## src/hw/rtl/momt_pkg.sv

```systemverilog
// Shared types and op codes of the move-op merge translator.
package momt_pkg;

    typedef enum logic [3:0] {
        KIND_CAPLEN  = 4'd0,
        KIND_CAPCHR  = 4'd1,
        KIND_CAPEND  = 4'd2,
        KIND_MATCH   = 4'd3,
        KIND_JUMPABS = 4'd4,
        KIND_JUMPEND = 4'd5,
        KIND_FWD     = 4'd6,
        KIND_BACK    = 4'd7,
        KIND_FINDFWD = 4'd8,
        KIND_FINDREV = 4'd9
    } kind_t;

    // On the result side code 3 means "skip by length".
    localparam kind_t KIND_SKIP = KIND_MATCH;

    localparam logic [30:0] MAG_MAX = 31'h7FFF_FFFF;

    typedef enum logic {
        PH_FIRST,
        PH_SECOND
    } phase_t;

    // One pass-through op, already in result form.
    typedef struct packed {
        kind_t       kind;
        logic [30:0] amount;
        logic [7:0]  chr;
        logic        from_end;
    } op_t;

    // Queue entry: optional run flush followed by optional op.
    typedef struct packed {
        logic        flush_open;
        logic        flush_skip;
        logic        op_vld;
        op_t         op;
        logic [15:0] param_total;
    } ent_t;

endpackage

```

## src/hw/rtl/momt_front.sv

```systemverilog
// Front end: accepts requests, merges move runs, builds queue entries.
module momt_front #(
    parameter int AMOUNT_WIDTH = 16,
    parameter int SUM_WIDTH    = 32,
    parameter int COUNT_WIDTH  = 16,
    parameter int RUN_WIDTH    = 32
) (
    input  logic                  clk,
    input  logic                  rst_n,
    input  logic                  req_valid,
    output logic                  req_ready,
    input  logic [3:0]            req_type,
    input  logic [15:0]           amount,
    input  logic [7:0]            target_char,
    input  logic                  from_end,
    input  logic                  list_end,
    input  logic                  q_full,
    output logic                  push,
    output momt_pkg::ent_t        ent,
    output logic [RUN_WIDTH-1:0]  flush_sum
);
    import momt_pkg::*;

    localparam int AMT_BITS = (AMOUNT_WIDTH < 16) ? AMOUNT_WIDTH : 16;
    localparam int ADD_W    = RUN_WIDTH + 1;
    localparam int PAD_W    = ADD_W - SUM_WIDTH + 1;
    localparam logic signed [ADD_W-1:0] SMAX = {{PAD_W{1'b0}}, {(SUM_WIDTH-1){1'b1}}};
    localparam logic signed [ADD_W-1:0] SMIN = {{PAD_W{1'b1}}, {(SUM_WIDTH-1){1'b0}}};

    logic                   run_open_reg, run_open_next;
    logic [RUN_WIDTH-1:0]   run_sum_reg, run_sum_next;
    logic                   run_skip_reg, run_skip_next;
    logic [COUNT_WIDTH-1:0] cap_reg, cap_next;

    logic                   accept;
    logic                   is_match, is_back, is_move, is_pass, is_cap;
    logic [AMT_BITS-1:0]    amt;
    logic signed [ADD_W-1:0] mv_mag, mv, run_ext, add_sum, sat_sum;
    logic [RUN_WIDTH-1:0]   new_sum;
    logic                   new_skip;

    assign req_ready = !q_full;
    assign accept    = req_valid && req_ready;

    assign is_match = (req_type == KIND_MATCH);
    assign is_back  = (req_type == KIND_BACK);
    assign is_move  = is_match || is_back || (req_type == KIND_FWD);
    assign is_pass  = (req_type <= KIND_FINDREV) && !is_move;
    assign is_cap   = (req_type <= KIND_CAPEND);

    assign amt     = amount[AMT_BITS-1:0];
    assign mv_mag  = {{(ADD_W-AMT_BITS){1'b0}}, amt};
    assign mv      = is_back ? -mv_mag : mv_mag;
    assign run_ext = {run_sum_reg[RUN_WIDTH-1], run_sum_reg};
    assign add_sum = run_ext + mv;

    // Clamp the running sum to the signed SUM_WIDTH range
    always_comb
    begin
        if (add_sum > SMAX)
        begin
            sat_sum = SMAX;
        end
        else if (add_sum < SMIN)
        begin
            sat_sum = SMIN;
        end
        else
        begin
            sat_sum = add_sum;
        end
    end

    // First move of a run loads unclamped, as the run starts fresh
    assign new_sum  = run_open_reg ? sat_sum[RUN_WIDTH-1:0] : mv[RUN_WIDTH-1:0];
    assign new_skip = run_open_reg ? (run_skip_reg || is_match) : is_match;

    assign cap_next = (is_cap && (cap_reg != {COUNT_WIDTH{1'b1}})) ? cap_reg + 1'b1 : cap_reg;

    always_comb
    begin
        run_open_next = run_open_reg;
        run_sum_next  = run_sum_reg;
        run_skip_next = run_skip_reg;
        if (is_move && !list_end)
        begin
            run_open_next = 1'b1;
            run_sum_next  = new_sum;
            run_skip_next = new_skip;
        end
        else if (is_move || is_pass || list_end)
        begin
            run_open_next = 1'b0;
            run_sum_next  = '0;
            run_skip_next = 1'b0;
        end
    end

    // Entry build
    always_comb
    begin
        ent = '0;
        if (is_move && list_end)
        begin
            ent.flush_open = 1'b1;
            ent.flush_skip = new_skip;
            flush_sum      = new_sum;
        end
        else
        begin
            ent.flush_open = run_open_reg && (is_pass || (!is_move && list_end));
            ent.flush_skip = run_skip_reg;
            flush_sum      = run_sum_reg;
        end
        ent.op_vld      = is_pass;
        ent.op.kind     = is_pass ? kind_t'(req_type) : KIND_CAPLEN;
        ent.op.amount   = ((req_type == KIND_CAPLEN) || (req_type == KIND_JUMPABS)
                          || (req_type == KIND_JUMPEND)) ? 31'(amt) : '0;
        ent.op.chr      = ((req_type == KIND_CAPCHR) || (req_type == KIND_FINDFWD)
                          || (req_type == KIND_FINDREV)) ? target_char : '0;
        ent.op.from_end = (req_type == KIND_JUMPEND) ? from_end : 1'b0;
        ent.param_total = 16'(cap_next);
    end

    assign push = accept && (ent.flush_open || ent.op_vld);

    always_ff @(posedge clk or negedge rst_n)
    begin
        if (!rst_n)
        begin
            run_open_reg <= 1'b0;
            run_sum_reg  <= '0;
            run_skip_reg <= 1'b0;
            cap_reg      <= '0;
        end
        else if (accept)
        begin
            run_open_reg <= run_open_next;
            run_sum_reg  <= run_sum_next;
            run_skip_reg <= run_skip_next;
            cap_reg      <= cap_next;
        end
    end

endmodule

```

## src/hw/rtl/momt_queue.sv

```systemverilog
// Small flip-flop FIFO between front and back end.
module momt_queue #(
    parameter int WIDTH = 8,
    parameter int DEPTH = 4
) (
    input  logic             clk,
    input  logic             rst_n,
    input  logic             push,
    input  logic [WIDTH-1:0] din,
    output logic             full,
    input  logic             pop,
    output logic [WIDTH-1:0] dout,
    output logic             empty
);
    localparam int PW = (DEPTH > 1) ? $clog2(DEPTH) : 1;

    logic [WIDTH-1:0] mem_reg [DEPTH];
    logic [PW-1:0]    wr_ptr_reg, wr_ptr_next;
    logic [PW-1:0]    rd_ptr_reg, rd_ptr_next;
    logic [PW:0]      cnt_reg, cnt_next;
    logic             do_push, do_pop;

    assign full    = (cnt_reg == (PW+1)'(DEPTH));
    assign empty   = (cnt_reg == '0);
    assign do_push = push && !full;
    assign do_pop  = pop && !empty;
    assign dout    = mem_reg[rd_ptr_reg];

    assign wr_ptr_next = (wr_ptr_reg == PW'(DEPTH-1)) ? '0 : wr_ptr_reg + 1'b1;
    assign rd_ptr_next = (rd_ptr_reg == PW'(DEPTH-1)) ? '0 : rd_ptr_reg + 1'b1;

    always_comb
    begin
        cnt_next = cnt_reg;
        if (do_push && !do_pop)
        begin
            cnt_next = cnt_reg + 1'b1;
        end
        else if (do_pop && !do_push)
        begin
            cnt_next = cnt_reg - 1'b1;
        end
    end

    always_ff @(posedge clk)
    begin
        if (do_push)
        begin
            mem_reg[wr_ptr_reg] <= din;
        end
    end

    always_ff @(posedge clk or negedge rst_n)
    begin
        if (!rst_n)
        begin
            wr_ptr_reg <= '0;
            rd_ptr_reg <= '0;
            cnt_reg    <= '0;
        end
        else
        begin
            cnt_reg <= cnt_next;
            if (do_push)
            begin
                wr_ptr_reg <= wr_ptr_next;
            end
            if (do_pop)
            begin
                rd_ptr_reg <= rd_ptr_next;
            end
        end
    end

endmodule

```

## src/hw/rtl/momt_back.sv

```systemverilog
// Back end: turns queue entries into results through an output register.
module momt_back #(
    parameter int RUN_WIDTH = 32
) (
    input  logic                 clk,
    input  logic                 rst_n,
    input  logic                 empty,
    input  momt_pkg::ent_t       ent,
    input  logic [RUN_WIDTH-1:0] flush_sum,
    output logic                 pop,
    output logic                 rsp_valid,
    input  logic                 rsp_ready,
    output logic [3:0]           out_kind,
    output logic [30:0]          out_amount,
    output logic [7:0]           out_char,
    output logic                 out_from_end,
    output logic [15:0]          out_index,
    output logic [15:0]          param_total,
    output logic                 run_last
);
    import momt_pkg::*;

    localparam int MW = RUN_WIDTH + 1;
    localparam int CW = (MW > 32) ? MW : 32;

    phase_t      phase_reg, phase_next;
    logic        valid_reg, valid_next;
    logic [15:0] idx_reg;
    kind_t       kind_reg, kind_next;
    logic [30:0] amount_reg, amount_next;
    logic [7:0]  char_reg, char_next;
    logic        fe_reg, fe_next;
    logic [15:0] index_reg;
    logic [15:0] ptot_reg;
    logic        last_reg, last_next;

    logic          load, have, flush_emit, emit;
    logic          neg;
    logic [MW-1:0] sum_ext, mag;
    logic [CW-1:0] mag_w;
    logic [30:0]   mag_sat;
    kind_t         flush_kind;

    assign load       = !valid_reg || rsp_ready;
    assign have       = load && !empty;
    assign flush_emit = ent.flush_open && (flush_sum != '0) && (phase_reg == PH_FIRST);

    // Flush result: magnitude and direction of the merged run
    assign neg        = flush_sum[RUN_WIDTH-1];
    assign sum_ext    = {flush_sum[RUN_WIDTH-1], flush_sum};
    assign mag        = neg ? -sum_ext : sum_ext;
    assign mag_w      = CW'(mag);
    assign mag_sat    = (mag_w > CW'(MAG_MAX)) ? MAG_MAX : mag_w[30:0];
    assign flush_kind = neg ? KIND_BACK : (ent.flush_skip ? KIND_SKIP : KIND_FWD);

    // Next state: second phase only while a flush waits on its op
    always_comb
    begin
        phase_next = phase_reg;
        if (have)
        begin
            case (phase_reg)
                PH_FIRST:
                begin
                    if (flush_emit && ent.op_vld)
                    begin
                        phase_next = PH_SECOND;
                    end
                end
                PH_SECOND:
                begin
                    phase_next = PH_FIRST;
                end
                default:
                begin
                    phase_next = PH_FIRST;
                end
            endcase
        end
    end

    // Outputs of the sequencer
    always_comb
    begin
        pop         = 1'b0;
        emit        = 1'b0;
        kind_next   = ent.op.kind;
        amount_next = ent.op.amount;
        char_next   = ent.op.chr;
        fe_next     = ent.op.from_end;
        last_next   = 1'b1;
        if (have)
        begin
            if (flush_emit)
            begin
                emit        = 1'b1;
                kind_next   = flush_kind;
                amount_next = mag_sat;
                char_next   = '0;
                fe_next     = 1'b0;
                last_next   = !ent.op_vld;
                pop         = !ent.op_vld;
            end
            else
            begin
                pop  = 1'b1;
                emit = ent.op_vld;
            end
        end
    end

    assign valid_next = load ? emit : valid_reg;

    always_ff @(posedge clk or negedge rst_n)
    begin
        if (!rst_n)
        begin
            phase_reg <= PH_FIRST;
            valid_reg <= 1'b0;
            idx_reg   <= '0;
        end
        else
        begin
            phase_reg <= phase_next;
            valid_reg <= valid_next;
            if (load && emit)
            begin
                idx_reg <= idx_reg + 1'b1;
            end
        end
    end

    always_ff @(posedge clk)
    begin
        if (load && emit)
        begin
            kind_reg   <= kind_next;
            amount_reg <= amount_next;
            char_reg   <= char_next;
            fe_reg     <= fe_next;
            index_reg  <= idx_reg;
            ptot_reg   <= ent.param_total;
            last_reg   <= last_next;
        end
    end

    assign rsp_valid    = valid_reg;
    assign out_kind     = kind_reg;
    assign out_amount   = amount_reg;
    assign out_char     = char_reg;
    assign out_from_end = fe_reg;
    assign out_index    = index_reg;
    assign param_total  = ptot_reg;
    assign run_last     = last_reg;

endmodule

```

## src/hw/rtl/move_op_merge_translator.sv

```systemverilog
// Top level of the move-op merge translator: front end, entry queue, back end.
//
//  channel  | handshake             | payload
//  ---------+-----------------------+-----------------------------------------------
//  request  | req_valid / req_ready | req_type, amount, target_char, from_end,
//           |                       | list_end
//  result   | rsp_valid / rsp_ready | out_kind, out_amount, out_char, out_from_end,
//           |                       | out_index, param_total, run_last
//
//  One request is taken per cycle while the entry queue has room; the front end
//  does one saturating add of the run sum per request.
//  The back end drains one result per cycle through its output register unless
//  rsp_ready stalls it; a request with a non-zero flush and an op makes two results.
//  Requests that only extend a run produce no queue entry at all.
//  A request's first result passes the entry queue and then the output register.
//  Asynchronous active-low reset closes any run and clears the counters and the
//  queue; no clearing pass is needed.
module move_op_merge_translator #(
    parameter int AMOUNT_WIDTH = 16,
    parameter int SUM_WIDTH    = 32,
    parameter int COUNT_WIDTH  = 16
) (
    input  logic        clk,
    input  logic        rst_n,
    input  logic        req_valid,
    output logic        req_ready,
    input  logic [3:0]  req_type,
    input  logic [15:0] amount,
    input  logic [7:0]  target_char,
    input  logic        from_end,
    input  logic        list_end,
    output logic        rsp_valid,
    input  logic        rsp_ready,
    output logic [3:0]  out_kind,
    output logic [30:0] out_amount,
    output logic [7:0]  out_char,
    output logic        out_from_end,
    output logic [15:0] out_index,
    output logic [15:0] param_total,
    output logic        run_last
);
    import momt_pkg::*;

    localparam int AMT_BITS    = (AMOUNT_WIDTH < 16) ? AMOUNT_WIDTH : 16;
    // Run sum is wide enough for the clamped range and for one raw move
    localparam int RUN_WIDTH   = (SUM_WIDTH > AMT_BITS) ? SUM_WIDTH : AMT_BITS + 1;
    localparam int ENT_W       = $bits(ent_t);
    localparam int QW          = RUN_WIDTH + ENT_W;
    localparam int QUEUE_DEPTH = 4;

    ent_t                 f_ent, b_ent;
    logic [RUN_WIDTH-1:0] f_sum, b_sum;
    logic                 q_push, q_full, q_pop, q_empty;
    logic [QW-1:0]        q_dout;

    momt_front #(
        .AMOUNT_WIDTH (AMOUNT_WIDTH),
        .SUM_WIDTH    (SUM_WIDTH),
        .COUNT_WIDTH  (COUNT_WIDTH),
        .RUN_WIDTH    (RUN_WIDTH)
    ) u_front (
        .clk         (clk),
        .rst_n       (rst_n),
        .req_valid   (req_valid),
        .req_ready   (req_ready),
        .req_type    (req_type),
        .amount      (amount),
        .target_char (target_char),
        .from_end    (from_end),
        .list_end    (list_end),
        .q_full      (q_full),
        .push        (q_push),
        .ent         (f_ent),
        .flush_sum   (f_sum)
    );

    momt_queue #(
        .WIDTH (QW),
        .DEPTH (QUEUE_DEPTH)
    ) u_queue (
        .clk   (clk),
        .rst_n (rst_n),
        .push  (q_push),
        .din   ({f_sum, f_ent}),
        .full  (q_full),
        .pop   (q_pop),
        .dout  (q_dout),
        .empty (q_empty)
    );

    assign b_sum = q_dout[QW-1:ENT_W];
    assign b_ent = ent_t'(q_dout[ENT_W-1:0]);

    momt_back #(
        .RUN_WIDTH (RUN_WIDTH)
    ) u_back (
        .clk          (clk),
        .rst_n        (rst_n),
        .empty        (q_empty),
        .ent          (b_ent),
        .flush_sum    (b_sum),
        .pop          (q_pop),
        .rsp_valid    (rsp_valid),
        .rsp_ready    (rsp_ready),
        .out_kind     (out_kind),
        .out_amount   (out_amount),
        .out_char     (out_char),
        .out_from_end (out_from_end),
        .out_index    (out_index),
        .param_total  (param_total),
        .run_last     (run_last)
    );

endmodule

```

## config.mk

```make
export PLATFORM = sky130hd
export DESIGN_NAME = move_op_merge_translator
export DESIGN_NICKNAME = d
export VERILOG_FILES = /design/src/hw/rtl/momt_pkg.sv /design/src/hw/rtl/momt_front.sv /design/src/hw/rtl/momt_queue.sv /design/src/hw/rtl/momt_back.sv /design/src/hw/rtl/move_op_merge_translator.sv
export SDC_FILE = /design/constraint.sdc
export NUM_CORES = 1
export LEC_CHECK = 0
export ABC_CLOCK_PERIOD_IN_PS = 13400
export BUFFER_PORTS_ARGS = -buffer_cell sky130_fd_sc_hd__buf_2
export CORE_ASPECT_RATIO = 1.4
export CORE_UTILIZATION = 45
export CTS_CLUSTER_SIZE = 24
export DETAILED_ROUTE_END_ITERATION = 8
export GPL_ROUTABILITY_DRIVEN = 0
export PLACE_DENSITY_LB_ADDON = 0.08
export SYNTH_ARGS = -nofsm -noshare
export SYNTH_HDL_FRONTEND = slang
export SYNTH_SLANG_ARGS = --single-unit
```

## constraint.sdc

```tcl
create_clock -name clk -period 13.4 [get_ports clk]
set_input_delay 0.67 -clock clk [delete_from_list [all_inputs] [get_ports clk]]
set_output_delay 0.67 -clock clk [all_outputs]
set_load 0.02 [all_outputs]
```

Word-level counts from Yosys, hierarchy flattened. Memories as Yosys holds them, arrays and structs flattened. Cells that the tools add are included.

Muxes and demuxes: 41. $add $sub $neg: 9. $lt $le $gt $ge: 5. Equal/unequal tests: 12. Reduce and logical (&&, ||, !) cells: 43. Bitwise logic cells: 1.

Operators with widths (number): 2-to-1 mux 32 bit (6); 2-to-1 mux 31 bit (3); 2-to-1 mux 33 bit (2); adder 32 x 33 -> 33 bit (1); > comparator 33 x 31 -> 1 bit (second input constant) (1); > comparator 33 x 32 -> 1 bit (second input constant) (1); less-than comparator 33 x 32 -> 1 bit (second input constant) (1); negation 16 -> 33 bit (1); negation 33 bit (1); adder 16 x 1 -> 16 bit (second input constant) (2); 2-to-1 mux 16 bit (2); nonzero test 32 bit (1); 2-to-1 mux 8 bit (3); logical AND 1 bit (17); equality test 4 x 3 -> 1 bit (second input constant) (4); 2-to-1 mux 4 bit (4); != test 16 bit (second input constant) (1); 2-to-1 mux 1 bit (14); logical OR 1 bit (12); 2-to-1 mux 3 bit (3); equality test 4 bit (second input constant) (2); zero test 1 bit (8); 2-to-1 mux 2 bit (3); adder 2 x 1 -> 2 bit (second input constant) (2); 14 further kinds (16).

Input port bits: 34. Logic and storage cells: 129. Flip-flop bits (word level): 152. Memories kept: 1. Memory bits (writable): 320. Output and inout bits: 79.

Memory list: u_queue.mem_reg (words 4, bits a word 80, rd ports 1, clocked after memory_dff 0, write ports 1, RTL line momt_queue.sv:17) `logic [WIDTH-1:0] mem_reg [DEPTH];`.

Longest topological paths before layout. Gate-level depths: netlist (run 1).

Word-level depth: 15. Mapped depth: 20. Mapped depth without buffers: 19.

Hierarchy. A second synthesis (run 1) with hierarchy kept.

Cell total of the unflattened synthesis: 1681. Area, all modules: 24447.2 um^2.

By module, submodules not included: momt_queue (area an instance 14149.8 um^2, seq. area each 11586.1 um^2, instances 1, cells each 534); momt_front (area an instance 5962.0 um^2, seq. area each 1251.2 um^2, instances 1, cells each 801); momt_back (area an instance 4335.4 um^2, seq. area each 2762.6 um^2, instances 1, cells each 346).

Worst setup path after synthesis (run 1). OpenSTA, ideal clock, no wires.

Kind: register to register. From: register u_queue.rd_ptr_reg[1]. To: register u_back.idx_reg[10]. Data arrival time: 5.295 ns. Required time: 13.270 ns. Cell stages (with the launch flop): 13. Setup time: 0.130 ns. Clock period less this slack: 5.425 ns. Path slack: 7.975 ns. Path buffers: 5. Cell sequence: dfrtp_1 > clkbuf_1 > buf_1 > clkbuf_1 > mux2_2 > o21a_1 > clkbuf_1 > nor2_1 > a31oi_1 > o21a_1 > clkbuf_1 > nand4_1 > xnor2_1.

Cells in the longest elaborated chain, start to end: 7.

RTL lines: from (decl) (RTL line momt_queue.sv:19) `logic [PW-1:0] rd_ptr_reg, rd_ptr_next;`; from (signal assigned) (RTL line momt_queue.sv:70) `rd_ptr_reg <= rd_ptr_next;`; memory (4 x 80 bit) *; nonzero test 32 bit (RTL line momt_back.sv:46) `assign flush_emit = ent.flush_open && (flush_sum != '0) && (phase_reg == PH_FIRST);`; logical AND 1 bit (2 in a row) (RTL line momt_back.sv:46); 2-to-1 mux 1 bit * (RTL line momt_back.sv:94) `if (flush_emit)`; 2-to-1 mux 1 bit * (RTL line momt_back.sv:92) `if (have)`; logical AND 1 bit * (RTL line momt_back.sv:126) `if (load && emit)`; to (signal assigned) (RTL line momt_back.sv:128) `idx_reg <= idx_reg + 1'b1;`; to (decl) (RTL line momt_back.sv:28) `logic [15:0] idx_reg;`.

Mark *: on every way between the ends. The rest lies on a longest branch, timed or not. A chain may end at the register's enable or synchronous reset.

Final worst setup path (run 1).
From: input amount[6]. To: memory u_queue.mem_reg[3][49] (netlist bit) (data pin).

Cells in the longest elaborated chain, start to end: 8. Elaborated cells between the ends (all ways): 9. Those cells by class: 2 x add/sub; 2 x order compare; 5 x mux.

RTL lines: from (decl) (RTL line move_op_merge_translator.sv:28) `input logic [15:0] amount,`; negation 16 -> 33 bit (RTL line momt_front.sv:53) `assign mv = is_back ? -mv_mag : mv_mag;`; 2-to-1 mux 33 bit * (RTL line momt_front.sv:53); adder 32 x 33 -> 33 bit * (RTL line momt_front.sv:55) `assign add_sum = run_ext + mv;`; less-than comparator 33 x 32 -> 1 bit (RTL line momt_front.sv:64) `else if (add_sum < SMIN)`; 2-to-1 mux 32 bit (RTL line momt_front.sv:64); 2-to-1 mux 32 bit * (RTL line momt_front.sv:60) `if (add_sum > SMAX)`; 2-to-1 mux 32 bit * (RTL line momt_front.sv:75) `assign new_sum = run_open_reg ? sat_sum[RUN_WIDTH-1:0] : mv[RUN_WIDTH-1:0];`; 2-to-1 mux 32 bit * (RTL line momt_front.sv:103) `if (is_move && list_end)`; via f_sum[1] (RTL line move_op_merge_translator.sv:52) `logic [RUN_WIDTH-1:0] f_sum, b_sum;`; to (decl) (RTL line momt_queue.sv:17).

The timed path passes the listed nets; every way through them passes the cells marked *.

==> results.cfg, run 1 <==
[route]
dr.pass1.iters = 5
viasPerCell = 5.78
via_count = 13300
ant_nets = 0
finalWirelength_um = 51400
wl_per_cell_um = 22.4
drt_iter0_drc = 961
drc = 0

[sta]
max_slew_margin_pct = 18.9
whs_ns = 0.0944
timing.fmax_ghz = 0.161
setup_viol = 0
period_needed_ns = 6.21
slew_viol_final = 0
rsz0062_at_grt = false
post-route-period-util_pct = 46.3
tns_ns = 0
final-hold-violation-count = 0
setup_ws_ns = 7.19
finClkSkew_ns = 0.0198
worstMarginPinSlew_ns = 1.22

[grt]
grt_pass1_wl_um = 80000
grt_start_max_net_pins = 59
grt_pass1_vias = 13700
track_usage_pct = 21.3
overflow = 0
antenna_found_initial = 4

[die]
rows = 94
die-height_um = 262
die_w_um = 187
initial_core_util_pct = 45.8
die_area_sq_mm = 0.0491
fp.coreArea_sq_mm = 0.0473
io_pins = 113

[clock_tree]
cts_sinks = 472
cts_hold_buf = 0
cts_buffer_depth = 3
cts_made_buffers = 45
clk_pin_slew_ns = 0.06
cts_resized = 0
cts_tree = built
htreeDepth = 2
postCtsSetupBuffers = 0
cts-root-buf = clkbuf_16
clk_latency_ns = 0.56

[power]
combPwrFrac_pct = 30.9
seqPwrFrac_pct = 43.6
p_per_area_mw_per_mm2 = 199
power_frac_clock_pct = 25.5
p_total_mw = 4.86
intPower_mw = 3.24
peakVddDrop_v = 0.000128
swShare_pct = 33.2
leakage_nw = 8.89
switchingPower_mw = 1.62

[worst_setup_path]
cp_slowest_stage_delay_ns = 0.76
cpMaxStageDelayCell = or2_1
cp-end-kind = flip-flop
cp.required_ns = 13.69
path_common_cell = or4_4
crit_buf_inv = 1
cp_cell_sequence = buf_2 -> or4_4 -> or4_4 -> nor4_4 -> nor2_1 -> xor2_1 -> ha_1 -> o21ai_0 -> a211oi_1 -> a21oi_1 -> a31oi_1 -> o21a_1 -> a31o_2 -> o41ai_2 -> or2_1 -> a21oi_4 -> a221oi_1
start_kind = primary input
crit_fanout = 21
crit_type = primary input to flip-flop
critical_path_arrival_ns = 6.50
cp_top_family = compound AO/OA/AOI/OAI gates

[yosys]
synth-seq-area-share_pct = 63.7
avgSynthCellArea_sq_um = 14.2
yosys_warnings = 0
async_reset_ff_share_pct = 15.9
synth_area_sq_mm = 0.0217
synth_flop_cell = edfxtp_1
synthCells = 1531
synth_cell_type_count = 72
synth-edff-count = 397
syn-num-nets = 1612
synth-seq-cells = 472

[finish]
largest_reg_flops = 320
diodes = 0
nets = 1718
layout-drive-gt1-share_pct = 18.5
area_delta_synth_final_pct = 12.4
fin_util_pct = 51.5

[place]
dp_hpwl_um = 35400
dp_slack_ns = 6.67
place.port_buffers = 112

[run_status]
outcome = completed

[hold_path]
hold_class = primary input to async pin

[flow_run]
drv_cap = 0
synth_stat cells (7+ instances only):
cell type	number	area [sq um]
a211oi_1	8	60.1
xor2_1	39	342
o31ai_1	13	97.6
inv_1	31	116
a21oi_1	102	510
nor2_1	85	319
a31oi_1	27	169
o211ai_1	9	67.6
or3_1	7	43.8
nand4_1	19	119
and3_1	14	87.6
dfrtp_1	75	1880
mux2_2	8	90.1
a22oi_1	11	82.6
o21ai_1	12	60.1
ha_1	45	563
buf_1	7	26.3
or4_1	8	60.1
and2_1	48	300
edfxtp_1	397	11900
mux4_2	79	1780
o21a_1	15	113
a21o_1	17	128
nand2_1	101	379
nand3_1	21	105
clkbuf_1	58	218
o21ai_0	62	310
nor3_1	22	110
nor4_1	8	50.1
nand2b_1	10	62.6
xnor2_1	76	666
o22ai_1	8	50.1
per-layer routing:
metal  up-vias  routed length [um]  GRT usage [%]
met5         -                  40              0
met4         6                1950           8.90
li1       6119                   -              -
met3       110                2230           2.66
met1      6661               20700           26.0
met2       389               26500           38.4
final timing paths:
| kind | from | endpoint | slack [ns] | cells after the start |
|---|---|---|---|---|
| max in group asynchronous | rst_n | u_queue.rd_ptr_reg[1] | 12.28 | 2 |
| worst min register to register | u_back.idx_reg[12] | u_back.out_index[12] | 0.45 | 0 |
| worst max-delay path | amount[6] | u_queue.mem_reg[3][49] | 7.19 | 17 |
| min in group clk | rsp_ready | u_back.rsp_valid | 0.42 | 3 |
| worst max register to register | u_queue.rd_ptr_reg[0] | u_back.idx_reg[7] | 7.37 | 16 |
| worst min-delay path | rst_n | u_front.cap_reg[10] | 0.09 | 1 |
per-stage QoR:
stage,instances,instance area (sq um)
6_report,2297,24400
5_1_grt,2297,24400
4_1_cts,2297,24400
3_5_place_dp,2214,22900
3_3_place_gp,2214,22900
2_1_floorplan,1531,21700
final cells by class:
| type | instances | area (sq um) |
|---|---|---|
| clock buffers | 63 | 1280 |
| well taps | 624 | 781 |
| repair buffers | 131 | 706 |
| multi-input cells | 956 | 7510 |
| clock inverters | 20 | 153 |
| flip-flops and latches | 472 | 13800 |
| fillers | 4076 | 22900 |
| inverters | 31 | 116 |
power by group through the flow:
stage | sequential (mW) | combinational (mW) | clock, mW
final | 2.12 | 1.50 | 1.24
after global routing | 2.15 | 1.64 | 1.32
after CTS | 2.13 | 1.53 | 1.27
after detailed placement | 2.16 | 1.52 | 0
after global placement | 2.15 | 1.51 | 0
after floorplan | 2.26 | 0.950 | 0
worst reg2reg max path: cells and delay by family (launching register included):
kind / cells / cell delay [ns]
buf+inv: 5 / 2.05
mux: 1 / 0.63
simple gates: 6 / 1.67
flops: 1 / 0.62
xor+xnor: 1 / 0.12
compound gates: 2 / 0.71
fa+ha+maj: 1 / 0.16
placed cells by master, fill, tap and decap left out, types with 19 or more instances in the layout:
cell type / n
nor2_1: 85
xnor2_1: 76
nand2_1: 101
nor3_1: 22
a21oi_1: 102
xor2_1: 39
edfxtp_1: 397
buf_2: 111
nand3_1: 21
ha_1: 45
and2_1: 44
inv_1: 31
nand4_1: 19
buf_4: 20
o21ai_0: 62
dfrtp_1: 73
mux4_2: 79
a31oi_1: 27
clkbuf_16: 46
kinds of logic after synthesis:
| family | Yosys count | synth area share, % |
|---|---|---|
| DFF | 472 | 63.7 |
| and+or+nand+nor | 362 | 8.25 |
| AOI/OAI and AO/OA | 342 | 10.0 |
| xor gates and xnor gates | 115 | 4.65 |
| buffers and inverters | 103 | 1.84 |
| muxes | 89 | 8.72 |
| adders and majority gates | 48 | 2.83 |
Power figures use the tool's default switching activity.
==> run 2: changes to the inputs <==
ABC_CLOCK_PERIOD_IN_PS = 6000   (was 13400)
clock period = 6 ns   (was 13.4 ns; I/O delays follow)
==> run 2 against run 1 <==
  * Final area up 0.79%
  * Final cell count rose by 0.96%
  * Core utilization rose by 0.41 points
  * Clock skew grew 0.011 ns
  * Critical path type unchanged
  * Highest routed layer unchanged
  * Via count barely moved
  * Clock power grew 130%
==> results.cfg, run 2 (synthesized netlist as in run 1, its figures left out) <==
[grt]
track_usage_pct = 21.6
grt_pass1_vias = 13600
grt_pass1_wl_um = 80600
overflow = 0
grt_start_max_net_pins = 58
antenna_found_initial = 1

[die]
die-height_um = 262
rows = 94
fp.coreArea_sq_mm = 0.0473
initial_core_util_pct = 45.8
io_pins = 113
die_area_sq_mm = 0.0491
die_w_um = 187

[finish]
largest_reg_flops = 320
nets = 1740
diodes = 0
multi_input_area_sq_mm = 0.00750
layout-drive-gt1-share_pct = 19.2
layout_commonest_cell = edfxtp_1
final_cell_mix = edfxtp_1 (397), buf_2 (111), a21oi_1 (102)
fill_cells = 4087
area_delta_synth_final_pct = 13.3
seq_area_sq_mm = 0.0138

[flow_run]
drv_cap = 0

[route]
drt_iter0_drc = 833
dr.pass1.iters = 5
wl_per_cell_um = 22.5
ant_nets = 0
finalWirelength_um = 52100
drc = 0
via_count = 13300
viasPerCell = 5.73

[worst_setup_path]
cp-end-kind = flip-flop
start_kind = primary input
cp.required_ns = 6.34
crit_fanout = 12
crit_type = primary input to flip-flop
critical_path_arrival_ns = 5.39

[place]
place.port_buffers = 112
dp_hpwl_um = 36200

[run_status]
outcome = completed

[clock_tree]
cts_made_buffers = 45
cts_buffer_depth = 3
htreeDepth = 2
clk_pin_slew_ns = 0.06
cts_sinks = 472
cts-root-buf = clkbuf_16
clk_latency_ns = 0.56
cts_tree = built
postCtsSetupBuffers = 0

[power]
seqPwrFrac_pct = 43.4
p_total_mw = 10.9
leakage_nw = 9.00
intPower_mw = 7.31
peakVddDrop_v = 0.000321
switchingPower_mw = 3.62
p_per_area_mw_per_mm2 = 445
combPwrFrac_pct = 30.9
swShare_pct = 33.1
power_frac_clock_pct = 25.7

[sta]
finClkSkew_ns = 0.0304
period_needed_ns = 5.06
worstMarginPinSlew_ns = 1.19
rsz0062_at_grt = false
timing.fmax_ghz = 0.198
max_slew_margin_pct = 20.4
tns_ns = 0
final-hold-violation-count = 0
setup_viol = 0
post-route-period-util_pct = 84.3
slew_viol_final = 0

[hold_path]
hold_class = primary input to flip-flop
run 2: power by group through the flow:
stage / Clock, mW / Combinational [mW] / Sequential, mW
after floorplan: 0 / 2.12 / 5.04
after global placement: 0 / 3.40 / 4.82
after detailed placement: 0 / 3.44 / 4.83
after CTS: 2.87 / 3.45 / 4.76
after global routing: 2.99 / 3.68 / 4.82
final: 2.81 / 3.38 / 4.74
run 2: cell type report:
type	count	share of cell area, %
Clock buffer	65	5.10
Clock inverter	18	0.785
Multi-Input combinational cell	956	30.6
Timing Repair Buffer	153	3.66
Sequential cell	472	56.2
Inverter	31	0.474
Tap cell	624	3.18
run 2: path summary, 6_finish.rpt:
path / start / endpoint / slack [ns] / depth (start not counted)
max reg2reg: u_queue.rd_ptr_reg[0] / u_queue.cnt_reg[1] / 1.05 / 16
max in group asynchronous: rst_n / u_queue.rd_ptr_reg[0] / 4.67 / 3
min reg2reg: u_back.idx_reg[12] / u_back.out_index[12] / 0.45 / 0
min in group asynchronous: rst_n / u_front.cap_reg[9] / 0.29 / 2
min: rsp_ready / u_back.rsp_valid / 0.06 / 3
max: amount[6] / u_queue.mem_reg[0][53] / 0.94 / 20
run 2: per-layer routing:
| metal | share of wire (%) | vias to the layer above | routed length, um | track usage [%] |
|---|---|---|---|---|
| met3 | 3.3 | 114 | 1720 | 2.48 |
| li1 | - | 6171 | - | - |
| met1 | 41 | 6683 | 21600 | 26.4 |
| met2 | 52 | 312 | 26900 | 39.1 |
| met4 | 3.7 | 2 | 1920 | 8.54 |
| met5 | 0.025 | - | 13 | 0 |
run 2: what timing repair did:
item                                   4_1_cts  5_1_grt
hold buffers                                 1        0
endpoints found under the hold margin       37        0
gates resized for setup                      0        0
run 2: per-stage QoR:
step                      instances  setup slack (ns)  utilization [%]  cell area (sq um)  hold WS [ns]
final                          2319             0.944             51.9              24600        0.0641
after global routing           2319             0.619             51.9              24600        0.0754
after CTS                      2319             0.970             51.9              24600        0.0468
after detailed placement       2235             0.420             48.8              23100         0.347
after global placement         2235             0.527             48.8              23100         0.341
after floorplan                1531             0.575                -              21700       0.00441
run 2: worst max-delay path, stage by stage:
cell	delay (ns)
buf_2	0.12
or4_4	0.59
or4_4	0.52
nor4_4	0.19
buf_4	0.21
a21oi_1	0.09
xnor2_1	0.19
inv_1	0.09
ha_1	0.34
nand2_1	0.13
a211oi_1	0.07
a21oi_1	0.15
a31oi_1	0.18
o21a_1	0.27
a31o_2	0.28
o41ai_2	0.48
or2_1	0.47
buf_4	0.26
o21ai_1	0.11
a21oi_1	0.33
==> run 3: changes to the inputs <==
ABC_AREA = 1   (was unset)
ABC_CLOCK_PERIOD_IN_PS = 4450   (was 6000)
clock period = 4.45 ns   (was 6 ns; I/O delays follow)
==> run 3 against run 2 <==
  * Register-to-register slack lost 0.32 ns
  * Critical path depth up 5
  * Global-route usage is 1.4 points higher
  * Non-clock buffer count is 3 higher
  * Final cell count rose by 41%
  * Clock power rose by 42%
  * Largest power group unchanged
==> results.cfg, run 3 <==
[route]
viasPerCell = 5.31
via_count = 17300
drt_iter0_drc = 1049
finalWirelength_um = 61200
drc = 0
ant_nets = 0
dr.pass1.iters = 5
wl_per_cell_um = 18.8

[clock_tree]
cts_resized = 0
cts_sinks = 472
htreeDepth = 2
cts-root-buf = clkbuf_16
cts_made_buffers = 45
clk_latency_ns = 0.57
cts_tree = built
cts_buffer_depth = 3
postCtsSetupBuffers = 0
clk_pin_slew_ns = 0.06

[power]
leakage_nw = 11.3
p_per_area_mw_per_mm2 = 649
peakVddDrop_v = 0.000336

[hold_path]
hold_class = primary input to flip-flop

[yosys]
synth_area_sq_mm = 0.0234
synthCells = 2466
synth-edff-count = 397
synth-seq-cells = 472
syn-num-nets = 2547
synth.area.top_cells = edfxtp_1 (51%), nand2_1 (13%), dfrtp_1 (8.0%), nand3_1 (3.9%), nor2_1 (3.4%)
synth_flop_cell = edfxtp_1
synth-seq-area-share_pct = 58.9
yosysMostFrequentCell = nand2_1
yosys.area.top_type_share_pct = 50.9
avgSynthCellArea_sq_um = 9.50
synth_top_area_cell = edfxtp_1
synth_common_cells = nand2_1 (811), edfxtp_1 (397), nor2_1 (209), inv_1 (201), nand3_1 (184)
yosys_warnings = 0
async_reset_ff_share_pct = 15.9
synth_cell_type_count = 53

[die]
die-height_um = 272
die_w_um = 195
initial_core_util_pct = 45.7
rows = 98
fp.coreArea_sq_mm = 0.0513
io_pins = 113
die_area_sq_mm = 0.0530

[sta]
post-route-period-util_pct = 84.6
final-hold-violation-count = 0
worstMarginPinSlew_ns = 1.33
tns_ns = 0
rsz0062_at_grt = false
finClkSkew_ns = 0.0172
setup_viol = 0
max_slew_margin_pct = 11.5
period_needed_ns = 3.77
timing.fmax_ghz = 0.266
setup_ws_ns = 0.685
slew_viol_final = 0

[grt]
track_usage_pct = 23.0
antenna_found_initial = 0
grt_pass1_wl_um = 93900
grt_pass1_vias = 16700
grt_start_max_net_pins = 82
overflow = 0

[finish]
final_cell_mix = nand2_1 (811), edfxtp_1 (397), nor2_1 (204)
largest_reg_flops = 320
layout_commonest_cell = nand2_1
layout-drive-gt1-share_pct = 11.4
area_delta_synth_final_pct = 12.2
nets = 2654

[run_status]
outcome = completed

[worst_setup_path]
start_kind = primary input
cp.required_ns = 4.74
crit_fanout = 16
critical_path_arrival_ns = 4.06
crit_type = primary input to flip-flop
cp-end-kind = flip-flop

[flow_run]
drv_cap = 0

[place]
dp_slack_ns = 0.192
place.port_buffers = 112
dp_hpwl_um = 41500
## run 3: cells by family after synthesis
| kind of cell | count (synthesis) | synth area share [%] |
|---|---|---|
| adders and majority gates | 47 | 2.58 |
| and+or+nand+nor | 1286 | 22.7 |
| xor gates and xnor gates | 82 | 3.07 |
| DFF | 472 | 58.9 |
| buffers and inverters | 305 | 5.61 |
| AOI/OAI and AO/OA | 274 | 7.13 |
## run 3: layout make-up
class	count	area, sq um
Timing Repair Buffer	156	961
Multi-Input combinational cell	1689	8360
Sequential cell	472	13800
Fill cell	4756	25000
Inverter	209	792
Clock inverter	19	259
Antenna cell	1	2.50
Clock buffer	65	1280
Tap cell	650	813
## run 3: worst paths after layout
path	start	endpoint	slack, ns	cells past startpoint
setup reg to reg	u_queue.rd_ptr_reg[0]	u_queue.cnt_reg[1]	0.73	16
setup / recovery	req_type[2]	u_queue.mem_reg[2][54]	0.68	25
hold reg to reg	u_back.idx_reg[1]	u_back.out_index[1]	0.49	0
max in group asynchronous	rst_n	u_queue.rd_ptr_reg[1]	3.16	3
min in group asynchronous	rst_n	u_front.run_sum_reg[22]	0.32	2
hold / removal	target_char[0]	u_queue.mem_reg[2][17]	0.05	3
## run 3: what timing repair did
| action | 4_1_cts | 5_1_grt |
|---|---|---|
| setup endpoints to repair | 0 | 0 |
| hold endpoints to repair | 53 | 0 |
| hold buffers | 2 | 0 |
## run 3: layer usage
metal / vias up / track usage, % / share of wire [%]
li1: 8452 / - / -
met1: 8328 / 28.2 / 42
met2: 420 / 41.8 / 51
met3: 107 / 2.50 / 3.8
met4: 0 / 7.83 / 2.9
met5: - / 0 / 0
## run 3: where the power goes
part           total (mW)  leakage (nW)  internal [mW]  switching [mW]
logic                6.44          5.79           1.85            4.59
clock network        3.99         0.749           2.36            1.62
registers            6.63          4.72           6.22           0.419
total                17.1          11.3           10.4            6.63
## run 3: through the flow
step | area [sq um] | util [%] | total power, mW | hold slack [ns] | std cells
2_1_floorplan | 23400 | - | 11.3 | -0.0731 | 2466
3_5_place_dp | 24700 | 48.2 | 13.2 | 0.382 | 3174
5_1_grt | 26300 | 51.3 | 18.1 | 0.0527 | 3260
6_report | 26300 | 51.3 | 17.1 | 0.0516 | 3261
3_3_place_gp | 24700 | 48.2 | 13.1 | 0.375 | 3174
4_1_cts | 26300 | 51.3 | 17.2 | 0.0292 | 3260
## run 3: critical path: stages
cell and delay [ns]:
buf_2 0.12, inv_1 0.05, nor2_1 0.13, inv_1 0.07, nor2_1 0.36, inv_1 0.28
or2_2 0.34, xor2_1 0.23, inv_1 0.08, ha_1 0.33, nand3_1 0.10, nand3_1 0.14
nand2_1 0.09, nand2_1 0.14, nand2_1 0.09, nand2_1 0.14, nand2_1 0.16, nand2_1 0.08
nand2_1 0.07, nand2_1 0.09, a21oi_2 0.17, buf_4 0.25, nand2_1 0.10, nand3_1 0.09
nand2_1 0.11
